### config.mk
export PLATFORM = sky130hd
export DESIGN_NAME = bmp_24bit_stream_decoder
export DESIGN_NICKNAME = d
export VERILOG_FILES = /design/src/rtl/core/bmpd_pkg.sv /design/src/rtl/core/bmp_24bit_stream_decoder.sv /design/src/rtl/core/bmpd_in_reg.sv /design/src/rtl/core/bmpd_parser.sv /design/src/rtl/core/bmpd_out_reg.sv
export VERILOG_INCLUDE_DIRS = /design/src /design/src/rtl/core
export SDC_FILE = /design/constraint.sdc
export NUM_CORES = 1
export LEC_CHECK = 0
export BUFFER_PORTS_ARGS = -buffer_cell sky130_fd_sc_hd__buf_2
export CAP_MARGIN = 20
export CORE_MARGIN = 2
export CORE_UTILIZATION = 56
export DETAILED_ROUTE_END_ITERATION = 8
export PLACE_DENSITY_LB_ADDON = 0.12
export SLEW_MARGIN = 20
export SYNTH_ARGS = -nofsm -noshare
export SYNTH_HDL_FRONTEND = slang
export SYNTH_SLANG_ARGS = --single-unit
### constraint.sdc
create_clock -name clk -period 5 [get_ports clk]
set_input_delay 0.5 -clock clk [delete_from_list [all_inputs] [get_ports clk]]
set_output_delay 0.5 -clock clk [all_outputs]
set_load 0.1 [all_outputs]
### src/rtl/core/bmp_24bit_stream_decoder_defines.svh
// ---------------------------------------------------------------------------
// BMP stream decoder assertion macros
// Concurrent assertion helpers, clocked on clk and disabled in reset.
// ---------------------------------------------------------------------------
`ifndef BMP_24BIT_STREAM_DECODER_DEFINES_SVH
`define BMP_24BIT_STREAM_DECODER_DEFINES_SVH
`ifndef ASSERT_OFF
`define BMPD_ASSERT(label, prop, msg) \
	label: assert property (@(posedge clk) disable iff (!arst_n) prop) \
		else $error(msg);
`define BMPD_ASSERT_NEVER(label, cond, msg) \
	label: assert property (@(posedge clk) disable iff (!arst_n) !(cond)) \
		else $error(msg);
`else
`define BMPD_ASSERT(label, prop, msg)
`define BMPD_ASSERT_NEVER(label, cond, msg)
`endif
`endif

### src/rtl/core/bmpd_pkg.sv
// ---------------------------------------------------------------------------
// BMP stream decoder package
// Limits, header byte positions, phase and status codes, item and result types.
// ---------------------------------------------------------------------------
package bmpd_pkg;

	localparam int MAX_WIDTH  = 4096;
	localparam int MAX_HEIGHT = 4096;

	// stored width/height must hold the limit itself
	localparam int W_BITS = $clog2(MAX_WIDTH + 1);
	localparam int H_BITS = $clog2(MAX_HEIGHT + 1);
	// pixel counters run up to limit - 1
	localparam int X_BITS = (MAX_WIDTH > 1) ? $clog2(MAX_WIDTH) : 1;
	localparam int Y_BITS = (MAX_HEIGHT > 1) ? $clog2(MAX_HEIGHT) : 1;
	localparam int COORD_BITS = 12;

	localparam logic [7:0]  SIG_B      = 8'h42;
	localparam logic [7:0]  SIG_M      = 8'h4D;
	localparam logic [31:0] HEADER_END = 32'd28;
	localparam logic [31:0] POS_SAT    = '1;

	localparam logic [4:0] POS_SIG_0    = 5'd0;
	localparam logic [4:0] POS_SIG_1    = 5'd1;
	localparam logic [4:0] POS_OFS_0    = 5'd10;
	localparam logic [4:0] POS_OFS_1    = 5'd11;
	localparam logic [4:0] POS_OFS_2    = 5'd12;
	localparam logic [4:0] POS_OFS_3    = 5'd13;
	localparam logic [4:0] POS_W_0      = 5'd18;
	localparam logic [4:0] POS_W_1      = 5'd19;
	localparam logic [4:0] POS_W_2      = 5'd20;
	localparam logic [4:0] POS_W_3      = 5'd21;
	localparam logic [4:0] POS_H_0      = 5'd22;
	localparam logic [4:0] POS_H_1      = 5'd23;
	localparam logic [4:0] POS_H_2      = 5'd24;
	localparam logic [4:0] POS_H_3      = 5'd25;
	localparam logic [4:0] POS_PLANES_0 = 5'd26;
	localparam logic [4:0] POS_PLANES_1 = 5'd27;

	localparam logic [1:0] CH_BLUE  = 2'd0;
	localparam logic [1:0] CH_GREEN = 2'd1;
	localparam logic [1:0] CH_RED   = 2'd2;

	typedef enum logic [1:0] {
		PH_IDLE    = 2'd0,
		PH_HEADER  = 2'd1,
		PH_PIXELS  = 2'd2,
		PH_STOPPED = 2'd3
	} phase_t;

	typedef enum logic [2:0] {
		ST_PIXEL      = 3'd0,
		ST_BAD_SIG    = 3'd1,
		ST_BAD_PLANES = 3'd2,
		ST_BAD_SIZE   = 3'd3,
		ST_BAD_OFFSET = 3'd4,
		ST_TRUNCATED  = 3'd5
	} status_t;

	typedef struct packed {
		logic [7:0] data_byte;
		logic       first_byte;
		logic       last_byte;
	} item_t;

	typedef struct packed {
		status_t               status;
		logic [COORD_BITS-1:0] column;
		logic [COORD_BITS-1:0] row;
		logic [7:0]            red;
		logic [7:0]            green;
		logic [7:0]            blue;
		logic                  final_pixel;
	} result_t;

endpackage

### src/rtl/core/bmp_24bit_stream_decoder.sv
// ---------------------------------------------------------------------------
// 24-bit BMP stream decoder
// Parses a BMP file fed one byte per word and streams out its pixels. Each
// byte passes an input register, is decoded combinationally against the
// parse state and lands in a result register, so the block takes one byte
// every clock, and the byte that completes a pixel passes the input register
// and then the result register before the pixel appears; the rate drops
// below one byte per cycle only while the result register is stalled.
// A word with tuser set starts a new file. Bytes 0-1 must read "BM", bytes
// 10-13 give the pixel-data offset, 18-21 the width, 22-25 the height and
// 26-27 the plane count, which must be 1. Pixel bytes arrive blue, green,
// red; rows are bottom-up, so the first row out is height - 1, and the pad
// bytes that round each row to four bytes are dropped. Any error yields one
// status word with tlast set and halts the block until the next file; tlast
// on the input before the final pixel is reported as truncated. Bytes after
// the final pixel, and all bytes while halted, give no output.
// ---------------------------------------------------------------------------
module bmp_24bit_stream_decoder (
	input  logic        clk,
	input  logic        arst_n,
	input  logic        s_tvalid,
	output logic        s_tready,
	input  logic [7:0]  s_tdata,   // [7:0] data_byte
	input  logic        s_tuser,   // [0] first_byte
	input  logic        s_tlast,   // last_byte
	output logic        m_tvalid,
	input  logic        m_tready,
	output logic [47:0] m_tdata,   // [11:0] column, [23:12] row, [31:24] red,
	                               // [39:32] green, [47:40] blue
	output logic [2:0]  m_tuser,   // [2:0] status
	output logic        m_tlast    // final_pixel
);
	import bmpd_pkg::*;

	item_t   in_item;
	item_t   item_s1;
	result_t res;
	result_t out_res;
	logic    fire;
	logic    free;
	logic    res_valid;

	// pack the slave word into the item
	assign in_item.data_byte  = s_tdata;
	assign in_item.first_byte = s_tuser;
	assign in_item.last_byte  = s_tlast;

	// hold the byte until the result register has room
	bmpd_in_reg u_in_reg (
		.clk      (clk),
		.arst_n   (arst_n),
		.in_valid (s_tvalid),
		.in_ready (s_tready),
		.in_item  (in_item),
		.take     (free),
		.fire     (fire),
		.item_s1  (item_s1)
	);

	// decode one byte per cycle against the parse state while the result register is not stalled
	bmpd_parser u_parser (
		.clk       (clk),
		.arst_n    (arst_n),
		.fire      (fire),
		.item      (item_s1),
		.res_valid (res_valid),
		.res       (res)
	);

	// hold the result word for the master side
	bmpd_out_reg u_out_reg (
		.clk       (clk),
		.arst_n    (arst_n),
		.fire      (fire),
		.res_valid (res_valid),
		.res       (res),
		.free      (free),
		.out_valid (m_tvalid),
		.out_ready (m_tready),
		.out_res   (out_res)
	);

	// unpack the result word onto the master bus
	assign m_tdata = {out_res.blue, out_res.green, out_res.red, out_res.row, out_res.column};
	assign m_tuser = out_res.status;
	assign m_tlast = out_res.final_pixel;

endmodule

### src/rtl/core/bmpd_in_reg.sv
// ---------------------------------------------------------------------------
// BMP stream decoder input register
// Holds one input word until the parser consumes it.
// ---------------------------------------------------------------------------
module bmpd_in_reg (
	input  logic           clk,
	input  logic           arst_n,
	input  logic           in_valid,
	output logic           in_ready,
	input  bmpd_pkg::item_t in_item,
	input  logic           take,
	output logic           fire,
	output bmpd_pkg::item_t item_s1
);
	import bmpd_pkg::*;

	logic valid_s1;

	assign fire     = valid_s1 && take;
	assign in_ready = !valid_s1 || take;

	always_ff @(posedge clk or negedge arst_n) begin
		if (!arst_n) begin
			valid_s1 <= 1'b0;
		end else if (in_ready) begin
			valid_s1 <= in_valid;
		end
	end

	always_ff @(posedge clk) begin
		if (in_ready && in_valid) begin
			item_s1 <= in_item;
		end
	end

endmodule

### src/rtl/core/bmpd_parser.sv
// ---------------------------------------------------------------------------
// BMP stream decoder parser
// Header field capture, checks, pixel assembly and row/column tracking.
// ---------------------------------------------------------------------------
`include "bmp_24bit_stream_decoder_defines.svh"
module bmpd_parser (
	input  logic             clk,
	input  logic             arst_n,
	input  logic             fire,
	input  bmpd_pkg::item_t  item,
	output logic             res_valid,
	output bmpd_pkg::result_t res
);
	import bmpd_pkg::*;

	phase_t             phase_q, cur_phase, nxt_phase;
	logic [31:0]        pos_q, cur_pos, nxt_pos;
	logic [31:0]        start_q, cur_start, nxt_start;
	logic [23:0]        gather_q, cur_gather, nxt_gather;
	logic [W_BITS-1:0]  width_q, cur_width, nxt_width;
	logic [H_BITS-1:0]  height_q, cur_height, nxt_height;
	logic [X_BITS-1:0]  pixel_x_q, cur_x, nxt_x;
	logic [Y_BITS-1:0]  pixel_y_q, cur_y, nxt_y;
	logic [1:0]         chan_q, cur_chan, nxt_chan;
	logic [1:0]         pad_q, cur_pad, nxt_pad;
	logic [7:0]         blue_q, cur_blue, nxt_blue;
	logic [7:0]         green_q, cur_green, nxt_green;
	logic [31:0]        full_word;
	status_t            err;
	logic               pix;
	logic               fin;
	logic               active;

	always_ff @(posedge clk or negedge arst_n) begin
		if (!arst_n) begin
			phase_q   <= PH_IDLE;
			pos_q     <= '0;
			start_q   <= '0;
			gather_q  <= '0;
			width_q   <= '0;
			height_q  <= '0;
			pixel_x_q <= '0;
			pixel_y_q <= '0;
			chan_q    <= '0;
			pad_q     <= '0;
			blue_q    <= '0;
			green_q   <= '0;
		end else if (fire) begin
			phase_q   <= nxt_phase;
			pos_q     <= nxt_pos;
			start_q   <= nxt_start;
			gather_q  <= nxt_gather;
			width_q   <= nxt_width;
			height_q  <= nxt_height;
			pixel_x_q <= nxt_x;
			pixel_y_q <= nxt_y;
			chan_q    <= nxt_chan;
			pad_q     <= nxt_pad;
			blue_q    <= nxt_blue;
			green_q   <= nxt_green;
		end
	end

	always_comb begin
		// a first byte restarts the parse from a cleared state
		cur_phase  = item.first_byte ? PH_HEADER : phase_q;
		cur_pos    = item.first_byte ? '0 : pos_q;
		cur_start  = item.first_byte ? '0 : start_q;
		cur_gather = item.first_byte ? '0 : gather_q;
		cur_width  = item.first_byte ? '0 : width_q;
		cur_height = item.first_byte ? '0 : height_q;
		cur_x      = item.first_byte ? '0 : pixel_x_q;
		cur_y      = item.first_byte ? '0 : pixel_y_q;
		cur_chan   = item.first_byte ? '0 : chan_q;
		cur_pad    = item.first_byte ? '0 : pad_q;
		cur_blue   = item.first_byte ? '0 : blue_q;
		cur_green  = item.first_byte ? '0 : green_q;

		nxt_phase  = cur_phase;
		nxt_pos    = cur_pos;
		nxt_start  = cur_start;
		nxt_gather = cur_gather;
		nxt_width  = cur_width;
		nxt_height = cur_height;
		nxt_x      = cur_x;
		nxt_y      = cur_y;
		nxt_chan   = cur_chan;
		nxt_pad    = cur_pad;
		nxt_blue   = cur_blue;
		nxt_green  = cur_green;

		full_word = {item.data_byte, cur_gather};
		err       = ST_PIXEL;
		pix       = 1'b0;
		fin       = 1'b0;
		res_valid = 1'b0;
		res       = '0;
		active    = (cur_phase == PH_HEADER) || (cur_phase == PH_PIXELS);

		if (active) begin
			if (cur_pos != POS_SAT) begin
				nxt_pos = cur_pos + 32'd1;
			end

			if (cur_phase == PH_HEADER) begin
				// header never runs past byte 27, so five bits select the byte
				unique case (cur_pos[4:0]) inside
					POS_SIG_0: begin
						if (item.data_byte != SIG_B) err = ST_BAD_SIG;
					end
					POS_SIG_1: begin
						if (item.data_byte != SIG_M) err = ST_BAD_SIG;
					end
					POS_OFS_0: nxt_start[7:0]   = item.data_byte;
					POS_OFS_1: nxt_start[15:8]  = item.data_byte;
					POS_OFS_2: nxt_start[23:16] = item.data_byte;
					POS_OFS_3: nxt_start[31:24] = item.data_byte;
					POS_W_0, POS_H_0, POS_PLANES_0: begin
						nxt_gather = {16'd0, item.data_byte};
					end
					POS_W_1, POS_H_1: nxt_gather[15:8]  = item.data_byte;
					POS_W_2, POS_H_2: nxt_gather[23:16] = item.data_byte;
					POS_W_3: begin
						if (full_word == '0 || full_word > 32'(MAX_WIDTH)) begin
							err = ST_BAD_SIZE;
						end else begin
							nxt_width = W_BITS'(full_word);
						end
					end
					POS_H_3: begin
						if (full_word == '0 || full_word > 32'(MAX_HEIGHT)) begin
							err = ST_BAD_SIZE;
						end else begin
							nxt_height = H_BITS'(full_word);
						end
					end
					POS_PLANES_1: begin
						if ({item.data_byte, cur_gather[7:0]} != 16'd1) begin
							err = ST_BAD_PLANES;
						end else if (cur_start < HEADER_END) begin
							err = ST_BAD_OFFSET;
						end else begin
							nxt_phase = PH_PIXELS;
							nxt_x     = '0;
							nxt_y     = Y_BITS'(cur_height - H_BITS'(1));
							nxt_chan  = CH_BLUE;
							nxt_pad   = '0;
						end
					end
					default: ;
				endcase
			end else if (cur_pos >= cur_start) begin
				if (cur_pad != 2'd0) begin
					nxt_pad = cur_pad - 2'd1;
				end else begin
					case (cur_chan)
						CH_BLUE: begin
							nxt_blue = item.data_byte;
							nxt_chan = CH_GREEN;
						end
						CH_GREEN: begin
							nxt_green = item.data_byte;
							nxt_chan  = CH_RED;
						end
						default: begin
							nxt_chan = CH_BLUE;
							pix      = 1'b1;
						end
					endcase
				end
			end

			if (pix) begin
				if (W_BITS'(cur_x) + W_BITS'(1) >= cur_width) begin
					if (cur_y == '0) begin
						fin       = 1'b1;
						nxt_phase = PH_STOPPED;
					end else begin
						nxt_x   = '0;
						nxt_y   = cur_y - Y_BITS'(1);
						// 24-bit rows pad by width mod 4 bytes
						nxt_pad = 2'(cur_width);
					end
				end else begin
					nxt_x = cur_x + X_BITS'(1);
				end
			end

			if (err != ST_PIXEL) begin
				res_valid       = 1'b1;
				res.status      = err;
				res.final_pixel = 1'b1;
				nxt_phase       = PH_STOPPED;
			end else if (pix && !(item.last_byte && !fin)) begin
				res_valid       = 1'b1;
				res.status      = ST_PIXEL;
				res.column      = COORD_BITS'(cur_x);
				res.row         = COORD_BITS'(cur_y);
				res.red         = item.data_byte;
				res.green       = cur_green;
				res.blue        = cur_blue;
				res.final_pixel = fin;
			end else if (item.last_byte) begin
				res_valid       = 1'b1;
				res.status      = ST_TRUNCATED;
				res.final_pixel = 1'b1;
				nxt_phase       = PH_STOPPED;
			end
		end
	end

	`BMPD_ASSERT(a_final_stops, fire && res_valid && res.final_pixel |=> phase_q == PH_STOPPED, "final result did not stop the parse")
	`BMPD_ASSERT(a_x_in_row, phase_q == PH_PIXELS |-> W_BITS'(pixel_x_q) < width_q, "column beyond image width")
	`BMPD_ASSERT(a_y_in_image, phase_q == PH_PIXELS |-> H_BITS'(pixel_y_q) < height_q, "row beyond image height")
	`BMPD_ASSERT_NEVER(a_quiet_when_halted, fire && res_valid && !item.first_byte && (phase_q == PH_IDLE || phase_q == PH_STOPPED), "result while halted")

endmodule

### src/rtl/core/bmpd_out_reg.sv
// ---------------------------------------------------------------------------
// BMP stream decoder output register
// Holds one result word until the downstream side takes it.
// ---------------------------------------------------------------------------
module bmpd_out_reg (
	input  logic              clk,
	input  logic              arst_n,
	input  logic              fire,
	input  logic              res_valid,
	input  bmpd_pkg::result_t res,
	output logic              free,
	output logic              out_valid,
	input  logic              out_ready,
	output bmpd_pkg::result_t out_res
);
	import bmpd_pkg::*;

	assign free = !out_valid || out_ready;

	always_ff @(posedge clk or negedge arst_n) begin
		if (!arst_n) begin
			out_valid <= 1'b0;
		end else if (fire) begin
			out_valid <= res_valid;
		end else if (out_ready) begin
			out_valid <= 1'b0;
		end
	end

	always_ff @(posedge clk) begin
		if (fire && res_valid) begin
			out_res <= res;
		end
	end

endmodule
==> flow_summary.json, run 1 <==
{
  "place_area_um2": 12740,
  "portBuffers": 67,
  "cts-buffers-inserted": 25,
  "crit_path_end_kind": "flip-flop",
  "stdcell_area_um2": 13640,
  "synth_top_area_frac": 0.3319,
  "cap_violations": 0,
  "synth_area_um2": 12140,
  "drive_above_1_share": 0.1120,
  "synth_edf_count": 62,
  "rsz0062_at_grt": "false",
  "clock.fmax_mhz": 220.5,
  "power_density_nw_per_um2": 486.8,
  "post-route-min-period_ps": 4535,
  "clock_tree.buffer_depth": 3,
  "leakagePower_nw": 5.858,
  "rows": 53,
  "skew_ps": 12.05,
  "synth_fp_nets": 1327,
  "diodes": 0,
  "avgSynthCellArea_um2": 9.618,
  "antenna_found_initial": 0,
  "cts_resized": 0,
  "status": "finished with violations",
  "hold_violations": 2,
  "ys.flop_type": "dfrtp_1",
  "synth_warnings": 0,
  "syn_inst": 1262,
  "worstSetupStartpoint": "u_in_reg.item_s1[1]",
  "firstDrtPassIters": 5,
  "max-vdd-ir-drop_mv": 0.2516,
  "wl_per_cell_um": 19.98,
  "cts_setup_buffers": 0,
  "detailroute.via_count": 9913,
  "start_kind": "flip-flop",
  "die_y_um": 151.2,
  "viasPerCell": 6.207,
  "fin_crit_sh": 0.9069,
  "die_x_um": 151.2,
  "setup_viol": 0,
  "h-tree-depth": 1,
  "arrival_ps": 4950,
  "first_global_vias": 9495,
  "violations": "hold timing",
  "wl_um": 31910,
  "hold_path.class": "input pin to asynchronous set/reset pin",
  "crit_fanout": 8,
  "yosysUniqueCellTypes": 69,
  "clk_latency_ps": 540,
  "cts_tree": "yes",
  "tightest_slew_ps": 964.9,
  "async_flop_share": 0.7220,
  "overflow": 0,
  "finalSetupTns_ps": 0,
  "drv_slew": 0,
  "gp_congestion": 0.8892,
  "dp.final_hpwl_um": 21790,
  "slew_headroom": 0.3514,
  "drc": 0,
  "drt_iter0_markers": 743,
  "ys_top_cells_by_area": "dfrtp_1 (33%), edfxtp_1 (15%), nand2_1 (6.5%)",
  "crit_type": "flip-flop to flip-flop",
  "grt.total_usage": 0.2838,
  "required_ps": 5410,
  "clock-sinks": 223,
  "core_um2": 21150,
  "nets": 1368,
  "yosysTopAreaCell": "dfrtp_1",
  "yosysSeqAreaShare": 0.4853,
  "antenna_left": 0,
  "cts-root-buf": "clkbuf_16",
  "grt_pass1_wl_um": 50940,
  "ioPinCount": 68,
  "ys_seq_elements": 223,
  "fin_hold_ws_ps": -2.805,
  "hold_buffers": 0,
  "r2r-start": "u_in_reg.item_s1[1]",
  "die_area_um2": 22870,
  "grt_start_max_net_pins": 81,
  "cts.reportedPaths.clkPinSlew_ps": 60,
  "synthToLayoutAreaGrowth_pct": 12.37,
  "initial_core_util": 0.5738
}
[synth_stat cells (7+ instances only)]
| library cell | n |
|---|---|
| or4_1 | 8 |
| nor2_1 | 73 |
| or2_2 | 7 |
| edfxtp_1 | 62 |
| ha_1 | 51 |
| a22o_1 | 74 |
| buf_2 | 7 |
| nor3_1 | 31 |
| nand2_1 | 211 |
| xnor2_1 | 20 |
| inv_1 | 16 |
| dfrtp_1 | 161 |
| and3_1 | 11 |
| nor4_1 | 23 |
| nor2b_1 | 40 |
| o21ai_0 | 49 |
| a21oi_1 | 57 |
| buf_1 | 9 |
| a21o_1 | 20 |
| a211oi_1 | 14 |
| xor2_1 | 24 |
| a22oi_1 | 14 |
| clkbuf_1 | 58 |
| o21ai_1 | 9 |
| nand4_1 | 20 |
| nand2b_1 | 11 |
| and2_1 | 59 |
| nand3_1 | 35 |
[routing by layer]
| layer | vias up | wire length [um] | global-route usage |
|---|---|---|---|
| li1 | 4643 | - | - |
| met1 | 4825 | 13430 | 0.3736 |
| met2 | 356 | 15190 | 0.4645 |
| met3 | 89 | 1978 | 0.04488 |
| met4 | 0 | 1321 | 0.1271 |
| met5 | - | 0 | 0 |
[worst paths after layout]
kind                                         end  slack (ps)  depth (start not counted)
setup reg to reg           u_parser.pixel_y_q[9]         470                         15
hold reg to reg            u_parser.gather_q[19]         490                          1
setup / recovery           u_parser.pixel_y_q[9]         470                         15
max in group asynchronous   u_parser.start_q[24]        3950                          2
min in group clk             u_in_reg.item_s1[0]         140                          1
hold / removal             u_parser.pixel_x_q[6]          -3                          1
[worst max-delay path, cell delays in order, from the launching register on]
cell and delay (ps):
edfxtp_1 420, nand4b_1 260, or2_2 380, nor2_1 420
nand3_1 230, xor2_1 320, ha_1 320, a211oi_1 240
nand2_1 80, a211oi_1 230, a21boi_1 350, buf_4 210
or2_2 120, or3_1 330, o311ai_0 220, a32o_1 280
[flip-flops by register name, indices dropped and copies added, names as in the netlist, 2 cells and up]
| signal | cells |
|---|---|
| u_parser.chan_q | 2 |
| u_parser.width_q | 13 |
| u_parser.height_q | 12 |
| u_parser.phase_q | 2 |
| u_parser.pixel_x_q | 12 |
| u_parser.blue_q | 8 |
| u_in_reg.item_s1 | 10 |
| u_parser.pad_q | 2 |
| u_parser.pos_q | 32 |
| u_parser.start_q | 32 |
| u_out_reg.out_res | 52 |
| u_parser.gather_q | 24 |
| u_parser.pixel_y_q | 12 |
| u_parser.green_q | 8 |
[power by group]
part,total (W),switching [W],leakage (nW),internal (W)
clock network,0.00201,0.000760,0.436,0.00125
registers,0.00244,0.000245,2.80,0.00219
logic,0.00220,0.00165,2.62,0.000549
total,0.00664,0.00265,5.86,0.00399
[kinds of logic after synthesis]
family,share of synthesized area
DFF,0.4853
adders and majority gates,0.05257
buffers and inverters,0.03072
AOI/OAI and AO/OA,0.1683
muxes,0.003299
xor gates and xnor gates,0.03175
and+or+nand+nor,0.2280
[area by class of cell]
class | instances | area (um^2)
clock inverter | 15 | 239.0
inverter | 16 | 63.81
sequential | 223 | 5891
tap | 275 | 344.1
multi-input combinational | 946 | 5889
fill | 1718 | 7515
clock buffer | 31 | 658.1
timing repair buffer | 91 | 554.3
[through the flow]
stage / util / setup WS [ps] / power (W) / std cells
after CTS: 0.6448 / 511.3 / 0.006652 / 1597
after detailed placement: 0.6024 / 558.8 / 0.004636 / 1551
final: 0.6448 / 465.5 / 0.006639 / 1597
after floorplan: - / 87.49 / 0.004102 / 1262
after global routing: 0.6448 / 197.3 / 0.006933 / 1597
after global placement: 0.6016 / 410.6 / 0.004599 / 1550
[cell usage in the layout (no fill, tap or decap), types with 7 or more instances in the layout]
| cell | netlist | final |
|---|---|---|
| a21o_1 | 20 | 20 |
| nand2b_1 | 11 | 11 |
| nor2b_1 | 40 | 40 |
| dfrtp_1 | 161 | 161 |
| clkbuf_16 | 0 | 25 |
| nor2_1 | 73 | 73 |
| nand3_1 | 35 | 35 |
| edfxtp_1 | 62 | 62 |
| or4_1 | 8 | 8 |
| a22oi_1 | 14 | 14 |
| nand4_1 | 20 | 20 |
| buf_2 | 7 | 66 |
| o21ai_1 | 9 | 10 |
| buf_4 | 2 | 21 |
| a21oi_1 | 57 | 57 |
| nor4_1 | 23 | 23 |
| a22o_1 | 74 | 74 |
| ha_1 | 51 | 51 |
| inv_1 | 16 | 14 |
| o21ai_0 | 49 | 48 |
| xor2_1 | 24 | 24 |
| and2_1 | 59 | 59 |
| xnor2_1 | 20 | 20 |
| nor3_1 | 31 | 31 |
| nand2_1 | 211 | 210 |
| and3_1 | 11 | 11 |
| or2_2 | 7 | 7 |
| a211oi_1 | 14 | 13 |
Note: power is estimated with default switching activity, not from simulation.
==> inputs of run 2 (changes only) <==
--- a/config.mk
+++ b/config.mk
@@ -12,6 +12,7 @@
 export CORE_UTILIZATION = 56
 export DETAILED_ROUTE_END_ITERATION = 8
 export PLACE_DENSITY_LB_ADDON = 0.12
+export REMOVE_ABC_BUFFERS = 1
 export SLEW_MARGIN = 20
 export SYNTH_ARGS = -nofsm -noshare
 export SYNTH_HDL_FRONTEND = slang
==> run 2 against run 1 <==
Via count increased by 0.26%; largest power group unchanged; non-clock buffer count increased by 4; final area about the same; the flow now finishes without violations; cell count increased by 0.25%; first-iteration DRC count increased by 28%; die area unchanged; global-route usage decreased by 0.064 points; worst setup slack improved by 330 ps; sequential cell count unchanged; clock skew increased by 10 ps; combinational power about the same.
==> flow_summary.json, run 2 (synthesis gave the netlist of run 1 again) <==
{
  "status": "finished clean",
  "max-vdd-ir-drop_mv": 0.3783,
  "cts_tree": "yes",
  "crit_fanout": 106,
  "first_global_vias": 9379,
  "clock_tree.buffer_depth": 3,
  "wl_per_cell_um": 19.65,
  "regMostFlops": "u_out_reg.out_res",
  "p_sw_w": 0.002652,
  "cts_resized": 0,
  "final_common_cell": "nand2_1",
  "hold_path.class": "input pin to flip-flop",
  "diodes": 0,
  "die_x_um": 151.2,
  "nets": 1372,
  "p_comb_frac": 0.333,
  "cts-root-buf": "clkbuf_16",
  "leakagePower_nw": 5.875,
  "crit_type": "flip-flop to flip-flop",
  "finalSetupTns_ps": 0,
  "overflow": 0,
  "synthToLayoutAreaGrowth_pct": 12.40,
  "ioPinCount": 68,
  "setup_viol": 0,
  "layout_common_cells": "nand2_1 (210), dfrtp_1 (161), a22o_1 (74)",
  "largest_register_ffs": 52,
  "power_density_nw_per_um2": 482.8,
  "power_frac_seq": 0.372,
  "cts-buffers-inserted": 25,
  "tightest_slew_ps": 943.7,
  "start_kind": "flip-flop",
  "cts.reportedPaths.clkPinSlew_ps": 60,
  "portBuffers": 67,
  "crit_path_end_kind": "flip-flop",
  "grt_pass1_wl_um": 51090,
  "cap_violations": 0,
  "hold_violations": 0,
  "drc": 0,
  "detailroute.via_count": 9939,
  "sw_frac_of_total": 0.4026,
  "fin_hold_ws_ps": 164.7,
  "drive_above_1_share": 0.1161,
  "stdcell_area_um2": 13640,
  "fin_crit_sh": 0.8407,
  "clk_latency_ps": 520,
  "wl_um": 31460,
  "grt.total_usage": 0.2832,
  "top_regs": "u_out_reg.out_res x52, u_parser.pos_q x32, u_parser.start_q x32",
  "pwr-share-clk": 0.295,
  "initial_core_util": 0.5738,
  "firstDrtPassIters": 6,
  "clock.fmax_mhz": 237.9,
  "h-tree-depth": 1,
  "clock-sinks": 223,
  "viasPerCell": 6.208,
  "rows": 53,
  "dp.final_hpwl_um": 21480,
  "antenna_left": 0,
  "arrival_ps": 4430,
  "gp_congestion": 0.9150,
  "grt_start_max_net_pins": 107,
  "p_int_w": 0.003935,
  "core_um2": 21150,
  "drv_slew": 0,
  "drt_iter0_markers": 954,
  "post-route-min-period_ps": 4203,
  "rsz0062_at_grt": "false",
  "required_ps": 5230,
  "die_y_um": 151.2,
  "place_area_um2": 12750,
  "slew_headroom": 0.3660,
  "die_area_um2": 22870,
  "skew_ps": 22.05,
  "antenna_found_initial": 0
}
[run 2: metal layers]
metal | GRT usage | part of all wire | up-vias | wire length (um)
met1 | 0.4455 | 0.48 | 4816 | 15100
li1 | - | - | 4664 | -
met4 | 0.06121 | 0.015 | 0 | 478
met3 | 0.04006 | 0.070 | 44 | 2205
met2 | 0.4158 | 0.43 | 415 | 13670
met5 | 0 | 0 | - | 0
[run 2: final cells by class]
| type | count | area (um^2) |
|---|---|---|
| multi-input cells | 946 | 5889 |
| clock inverters | 13 | 183.9 |
| inverters | 16 | 60.06 |
| repair buffers | 95 | 579.3 |
| well taps | 275 | 344.1 |
| clock buffers | 33 | 695.7 |
| fillers | 1715 | 7511 |
| flip-flops and latches | 223 | 5891 |
[run 2: power groups by stage]
stage / sequential (W) / clock [W] / combinational [W]
after global placement: 0.00246 / 0 / 0.00216
after floorplan: 0.00316 / 0 / 0.000903
after detailed placement: 0.00247 / 0 / 0.00218
final: 0.00245 / 0.00194 / 0.00220
after CTS: 0.00244 / 0.00197 / 0.00219
after global routing: 0.00248 / 0.00204 / 0.00236
[run 2: path summary, 6_finish.rpt]
path / startpoint / endpoint / slack (ps) / cells past startpoint
hold / removal: s_tdata[0] / u_in_reg.item_s1[2] / 160 / 1
min in group asynchronous: arst_n / u_parser.pos_q[18] / 530 / 2
setup / recovery: u_in_reg.item_s1[1] / u_out_reg.out_res[48] / 800 / 13
max in group asynchronous: arst_n / u_parser.width_q[9] / 3280 / 3
hold reg to reg: u_parser.gather_q[14] / u_parser.gather_q[14] / 500 / 1
setup reg to reg: u_in_reg.item_s1[1] / u_out_reg.out_res[48] / 800 / 13
[run 2: critical path, stage by stage (launching register included)]
cell and delay (ps):
edfxtp_1 480, buf_12 410, nor2b_1 140, ha_1 340, nand4_1 140, nor4_1 620
nand2_1 110, a21oi_1 190, a211oi_2 80, buf_4 250, nor2_1 130, o21ai_0 170
inv_2 480, buf_12 270
[run 2: timing repair]
action | in CTS | in global routing
setup buffers | 0 | 0
hold buffers | 1 | 0
hold endpoints to repair | 59 | 0
[run 2: per-stage QoR]
stage               setup slack [ps]  std cells  total power (W)  utilization
global route                   431.6       1601         0.006878       0.6449
global placement               885.7       1554         0.004626       0.6029
CTS                            813.9       1601         0.006597       0.6449
detailed placement             827.7       1554         0.004648       0.6029
finish                         796.6       1601         0.006587       0.6449
floorplan                      -2269       1185         0.004060            -
